File: src/rtl/core/mtfm_pkg.sv
// Shared types and constants for the topic filter matcher.
`timescale 1ns / 1ps
package mtfm_pkg;

  localparam int SLOTS_DEF       = 8;
  localparam int PATTERN_LEN_DEF = 64;

  localparam int CMD_W  = 2;
  localparam int SLOT_W = 3;
  localparam int CHAR_W = 8;
  localparam int MASK_W = 8;

  localparam logic [CHAR_W-1:0] CHAR_SEP  = 8'h2F;
  localparam logic [CHAR_W-1:0] CHAR_HASH = 8'h23;
  localparam logic [CHAR_W-1:0] CHAR_PLUS = 8'h2B;

  typedef enum logic [CMD_W-1:0] {
    CMD_CLEAR  = 2'd0,
    CMD_APPEND = 2'd1,
    CMD_TOPIC  = 2'd2,
    CMD_END    = 2'd3
  } cmd_t;

  typedef enum logic [1:0] {
    MODE_START   = 2'd0,
    MODE_LITERAL = 2'd1,
    MODE_PLUS    = 2'd2,
    MODE_DONE    = 2'd3
  } mode_t;

  // One request as it travels down the row of slot cells.
  typedef struct packed {
    cmd_t              cmd;
    logic [SLOT_W-1:0] slot;
    logic [CHAR_W-1:0] char_byte;
    logic              level_open;
    logic [MASK_W-1:0] mask;
  } item_t;

endpackage

File: src/rtl/core/mtfm_ram.sv
// Generic RAM: one write port, two registered read ports.
`timescale 1ns / 1ps
module mtfm_ram #(
  parameter int WIDTH = 8,
  parameter int DEPTH = 64
) (
  input  logic                     clk,
  input  logic                     wr_en,
  input  logic [$clog2(DEPTH)-1:0] wr_addr,
  input  logic [WIDTH-1:0]         wr_data,
  input  logic [$clog2(DEPTH)-1:0] rd_addr_a,
  output logic [WIDTH-1:0]         rd_data_a,
  input  logic [$clog2(DEPTH)-1:0] rd_addr_b,
  output logic [WIDTH-1:0]         rd_data_b
);

  logic [WIDTH-1:0] mem [DEPTH];

  always_ff @(posedge clk) begin
    if (wr_en) begin
      mem[wr_addr] <= wr_data;
    end
    rd_data_a <= mem[rd_addr_a];
    rd_data_b <= mem[rd_addr_b];
  end

endmodule

File: src/rtl/core/mtfm_cell.sv
// One subscription slot: pattern RAM, match progress and a pipeline stage.
`timescale 1ns / 1ps
module mtfm_cell #(
  parameter int IDX         = 0,
  parameter int PATTERN_LEN = mtfm_pkg::PATTERN_LEN_DEF
) (
  input  logic            clk,
  input  logic            rst,
  input  logic            in_valid,
  output logic            in_ready,
  input  mtfm_pkg::item_t in_item,
  output logic            out_valid,
  input  logic            out_ready,
  output mtfm_pkg::item_t out_item
);
  import mtfm_pkg::*;

  localparam int LEN_W  = $clog2(PATTERN_LEN + 1);
  localparam int ADDR_W = $clog2(PATTERN_LEN);
  localparam logic [LEN_W-1:0]  LEN_MAX = LEN_W'(PATTERN_LEN);
  localparam logic [LEN_W-1:0]  ONE     = LEN_W'(1);
  localparam logic [SLOT_W-1:0] MY_SLOT = SLOT_W'(IDX);

  logic              slot_valid, slot_valid_next;
  logic [LEN_W-1:0]  len, len_next;
  logic [LEN_W-1:0]  pos, pos_next, pos_next_p1;
  mode_t             mode, mode_next;
  logic [CHAR_W-1:0] ram_a, ram_b, byp_data;
  logic [CHAR_W-1:0] w0, w1;
  logic              byp0, byp1;
  logic              xfer, wr_en;
  item_t             item_next;

  assign in_ready = !out_valid || out_ready;
  assign xfer     = in_valid && in_ready;

  // w0/w1 hold pattern bytes at pos and pos+1; a same-cycle write is forwarded
  assign w0 = byp0 ? byp_data : ram_a;
  assign w1 = byp1 ? byp_data : ram_b;

  always_comb begin
    mode_t             m;
    logic [LEN_W-1:0]  p;
    logic              sel1;
    logic              last;
    logic              verdict;
    logic              hit;
    logic [CHAR_W-1:0] pq;
    logic [CHAR_W-1:0] pf;

    m       = mode;
    p       = pos;
    sel1    = 1'b0;
    last    = (pos + ONE == len);
    verdict = 1'b0;
    hit     = (in_item.slot == MY_SLOT);
    pq      = w0;
    pf      = w0;
    len_next        = len;
    slot_valid_next = slot_valid;
    wr_en           = 1'b0;

    case (in_item.cmd)
      CMD_CLEAR: begin
        if (hit) begin
          len_next        = '0;
          slot_valid_next = 1'b1;
          p               = '0;
          m               = MODE_START;
        end
      end
      CMD_APPEND: begin
        if (hit && slot_valid) begin
          if (len >= LEN_MAX) begin
            slot_valid_next = 1'b0;
          end else begin
            wr_en    = 1'b1;
            len_next = len + ONE;
          end
        end
      end
      CMD_TOPIC: begin
        // first byte of a topic level
        if (!in_item.level_open && m == MODE_START) begin
          if (p >= len) begin
            m = MODE_DONE;
            p = '0;
          end else if (w0 == CHAR_HASH && (last || w1 == CHAR_SEP)) begin
            m = MODE_DONE;
            p = LEN_W'(last);
          end else if (w0 == CHAR_PLUS && (last || w1 == CHAR_SEP)) begin
            m    = MODE_PLUS;
            p    = pos + ONE;
            sel1 = 1'b1;
          end else begin
            m = MODE_LITERAL;
          end
        end
        pq = sel1 ? w1 : w0;
        if (in_item.char_byte == CHAR_SEP) begin
          if (m == MODE_LITERAL || m == MODE_PLUS) begin
            if (p >= len) begin
              p = len;
              m = MODE_START;
            end else if (pq == CHAR_SEP) begin
              p = p + ONE;
              m = MODE_START;
            end else begin
              m = MODE_DONE;
              p = '0;
            end
          end
        end else if (m == MODE_LITERAL) begin
          if (p < len && pq == in_item.char_byte) begin
            p = p + ONE;
          end else begin
            m = MODE_DONE;
            p = '0;
          end
        end
      end
      CMD_END: begin
        if (in_item.level_open && (m == MODE_LITERAL || m == MODE_PLUS)) begin
          if (p >= len) begin
            p = len;
            m = MODE_START;
          end else if (w0 == CHAR_SEP) begin
            p  = p + ONE;
            m  = MODE_START;
            pf = w1;
          end else begin
            m = MODE_DONE;
            p = '0;
          end
        end
        case (m)
          MODE_DONE:  verdict = p[0];
          MODE_START: verdict = (p == len) || ((p + ONE == len) && pf == CHAR_HASH);
          default:    verdict = 1'b0;
        endcase
        p = '0;
        m = MODE_START;
      end
      default: ;
    endcase

    item_next = in_item;
    if (in_item.cmd == CMD_END && slot_valid && verdict) begin
      item_next.mask[IDX] = 1'b1;
    end

    mode_next = xfer ? m : mode;
    pos_next  = xfer ? p : pos;
    if (!xfer) begin
      len_next        = len;
      slot_valid_next = slot_valid;
      wr_en           = 1'b0;
    end
  end

  assign pos_next_p1 = pos_next + ONE;

  mtfm_ram #(
    .WIDTH (CHAR_W),
    .DEPTH (PATTERN_LEN)
  ) u_ram (
    .clk       (clk),
    .wr_en     (wr_en),
    .wr_addr   (len[ADDR_W-1:0]),
    .wr_data   (in_item.char_byte),
    .rd_addr_a (pos_next[ADDR_W-1:0]),
    .rd_data_a (ram_a),
    .rd_addr_b (pos_next_p1[ADDR_W-1:0]),
    .rd_data_b (ram_b)
  );

  always_ff @(posedge clk) begin
    if (rst) begin
      out_valid  <= 1'b0;
      slot_valid <= 1'b0;
      len        <= '0;
      pos        <= '0;
      mode       <= MODE_START;
      byp0       <= 1'b0;
      byp1       <= 1'b0;
    end else begin
      if (in_ready) begin
        out_valid <= in_valid;
      end
      slot_valid <= slot_valid_next;
      len        <= len_next;
      pos        <= pos_next;
      mode       <= mode_next;
      byp0       <= wr_en && (len == pos_next);
      byp1       <= wr_en && (len == pos_next_p1);
    end
  end

  always_ff @(posedge clk) begin
    byp_data <= in_item.char_byte;
    if (xfer) begin
      out_item <= item_next;
    end
  end

endmodule

File: config.mk
export PLATFORM = sky130hd
export DESIGN_NAME = mtfm_cell
export DESIGN_NICKNAME = d
export VERILOG_FILES = /design/src/rtl/core/mtfm_pkg.sv /design/src/rtl/core/mtfm_ram.sv /design/src/rtl/core/mtfm_cell.sv
export SDC_FILE = /design/constraint.sdc
export NUM_CORES = 1
export LEC_CHECK = 0
export BUFFER_PORTS_ARGS = -buffer_cell sky130_fd_sc_hd__buf_2
export CELL_PAD_IN_SITES_DETAIL_PLACEMENT = 1
export CELL_PAD_IN_SITES_GLOBAL_PLACEMENT = 1
export CORE_MARGIN = 1
export CORE_UTILIZATION = 45
export CTS_CLUSTER_DIAMETER = 60
export DETAILED_ROUTE_END_ITERATION = 10
export PLACE_DENSITY_LB_ADDON = 0.1
export SKIP_CTS_REPAIR_TIMING = 1
export SYNTH_ARGS = -nofsm -noshare
export SYNTH_HDL_FRONTEND = slang
export SYNTH_SLANG_ARGS = --single-unit
File: constraint.sdc
create_clock -name clk -period 11.4 [get_ports clk]
set_input_delay 1.14 -clock clk [delete_from_list [all_inputs] [get_ports clk]]
set_output_delay 1.14 -clock clk [all_outputs]
set_load 0.05 [all_outputs]
==> summary.txt <==
routed len/inst = 33.1 um
die width = 259 um
Cell Rows = 93
share of cells above drive strength 1 = 16.8%
top-area cell type share of the netlist area = 53.8%
Initial Util = 45.9%
Post-DP HPWL = 68100 um
clk sink count = 578
number of diodes = 0
FF+latch count, synth = 578
htree depth = 3
# DRC = 0
CP startpoint kind = register
Post-Route WL = 103000 um
Root Driver = clkbuf_16
Power Density = 142 nW/um2
fmax = 94.2 MHz
WHS = 0.481 ns
Post-synth EDFFs = 534
initial antenna violation count = 0
Warnings, synthesis = 0
syn nets = 2256
Final Hold Fails = 0
status = completed
fraction of registers with async set/reset = 0%
Skew-Pair Late Insertion Delay = 0.62 ns
Peak supply drop = 139 uV
GR Util All Layers = 30.7%
Post-Route Setup TNS = 0 ns
final setup fails = 0
pre-CTS WS = 1.09 ns
final worst setup slack = 0.781 ns
fillers = 6464
Synth area leaders = edfxtp_1 (54%), mux2i_1 (7.8%), mux4_2 (7.6%)
CTS tree = done
largest net degree at the start of global routing = 122
Synth Flop Type = edfxtp_1
clock-pin slew on the worst setup and hold paths = 0.06 ns
first-pass GRT wire length = 149000 um
CTS Buf Count = 68
Longest Clk Path Bufs = 3
Final Max Slew Viols = 0
GRT overflow = 0
starting DRC count in detailed routing = 2037
synthesis-to-layout area growth = 10.4%
vias in the first global route = 20.9k
worst slew pin tran = 1.44 ns
IO Pins = 50
1st-pass router iterations = 5
critical path peak fanout = 40
Final Core Density = 50.7%
post-route ant nets = 0
placed insts = 2997
nets@finish = 2262
PortBufs = 49
unrepaired setup endpoints after global routing = no
Crit path arrival time = 11.17 ns
CP Class = reg -> reg
core footprint = 64900 um2
sequential share of the synthesized area = 56.8%
max_slew headroom = 3.81%
vias post-DR = 20.8k
Mapped Cells = 2206
MaxCap Viol Count = 0
die area = 67200 um2
Layout Cells excl Fill = 3117
Tmin final = 10.62 ns
Setup crit end kind = register
Synth area leader = edfxtp_1
number of distinct library cells after synthesis = 101
Synth Cell Area = 29800 um2
routability cong. = 0.935
vias per cell = 6.66
die height = 259 um
worst hold path type = reg -> reg
CP Data Required Time = 11.95 ns
Max Clock Skew = 0.0189 ns
fin crit share = 93.2%
Syn Area/Cell = 13.5 um2
Lkg Pwr = 0.0107 uW
[critical path, cell delays in order, from the launching register on]
cell	delay (ns)
dfxtp_1	0.68
inv_1	0.42
ha_1	0.42
a21o_1	0.16
a31oi_1	0.17
o221ai_1	0.45
buf_4	0.36
nor3_2	0.41
nand3_1	0.20
o31ai_1	0.88
ha_1	0.41
a21o_1	0.16
a21oi_1	0.29
o21a_1	0.35
o21ai_0	0.27
and2_1	0.21
a311oi_1	0.35
nor4b_2	0.72
o22ai_2	0.11
buf_4	0.31
o211ai_4	0.47
buf_16	0.23
and2_2	1.12
mux2i_1	0.41
a211oi_1	0.74
a2111o_1	0.20
[registers in the layout, summed over array words and instances, names as in the netlist]
| name | cells |
|---|---|
| byp0 | 1 |
| byp_data | 8 |
| u_ram.rd_data_a | 8 |
| mode | 2 |
| out_item | 22 |
| u_ram.mem | 512 |
| u_ram.rd_data_b | 8 |
| slot_valid | 1 |
| out_valid | 1 |
| byp1 | 1 |
| len | 7 |
| pos | 7 |
[cells in the mapped netlist (all sizes together) (39+ instances only)]
| cell type | count |
|---|---|
| a211oi | 39 |
| a21oi | 54 |
| and3 | 58 |
| buf | 83 |
| clkbuf | 62 |
| dfxtp | 44 |
| edfxtp | 534 |
| mux2i | 233 |
| mux4 | 128 |
| nand2 | 248 |
| nand3 | 61 |
| nor2 | 126 |
| o21ai | 68 |
[per-layer routing]
layer | global-route usage, % | wire length (um) | part of all wire [%]
met5 | 0 | 0 | 0
met4 | 10.8 | 3640 | 3.5
met3 | 5.04 | 6550 | 6.3
met2 | 49.1 | 49100 | 48
met1 | 42.4 | 43900 | 43
[logic make-up (layout without fill, tap and decap cells)]
kind of cell | count (synthesis) | after routing | share of synthesized area (%)
buffers and inverters | 178 | 234 | 3.10
AND/OR/NAND/NOR | 606 | 606 | 9.59
flip-flops | 578 | 578 | 56.8
AO/OA/AOI/OAI | 407 | 407 | 10.0
XOR/XNOR | 36 | 36 | 1.13
adder cells (fa/ha/maj) | 24 | 24 | 1.01
multiplexers | 377 | 377 | 18.4
[stage by stage]
stage | power, uW | instance area, um2
2_1_floorplan | 2440 | 29800
5_1_grt | 4770 | 32900
4_1_cts | 4700 | 32900
3_5_place_dp | 2520 | 30700
3_3_place_gp | 2520 | 30600
6_report | 4680 | 32900
[layout make-up]
class / instances / area [um2] / share of cell area (%)
multi-input cells: 1450 / 12000 / 36.5
repair buffers: 88 / 583 / 1.77
well taps: 855 / 1070 / 3.25
clock buffers: 84 / 1780 / 5.42
flip-flops and latches: 578 / 16900 / 51.4
clock inverters: 36 / 423 / 1.29
inverters: 26 / 105 / 0.320
[final timing paths]
path / start / endpoint / slack [ns] / cells after the start
worst max-delay path: len[2]$_SDFFE_PP0P_ / u_ram.rd_data_b[0]$_DFF_P_ / 0.78 / 25
worst min-delay path: mode[0]$_SDFFE_PP0P_ / mode[0]$_SDFFE_PP0P_ / 0.48 / 2
worst max register to register: len[2]$_SDFFE_PP0P_ / u_ram.rd_data_b[0]$_DFF_P_ / 0.78 / 25
worst min register to register: mode[0]$_SDFFE_PP0P_ / mode[0]$_SDFFE_PP0P_ / 0.48 / 2
[cells in the final DEF (no fill, tap or decap), types with 15 or more instances in the layout]
master and count:
inv_1 22, a311oi_1 30, buf_4 36, buf_2 49, a31oi_1 24, a32oi_1 28
a211oi_1 37, edfxtp_1 534, mux2i_1 233, xnor2_1 28, mux4_4 27, o21ai_0 63
nand3_1 59, nor3_1 31, clkbuf_1 15, o22ai_1 19, and3_1 50, o211ai_1 23
mux4_2 100, clkbuf_16 69, mux2_2 16, dfxtp_1 44, nor2_1 123, ha_1 23
nand2_1 246, a21oi_1 54
[power breakdown]
group	internal [uW]	leakage, uW	switching (uW)
Combinational	30.7	0.00444	115
Sequential	2320	0.00518	5.16
Clock	1300	0.00108	904
No activity file was read; power rests on OpenSTA's default activity.
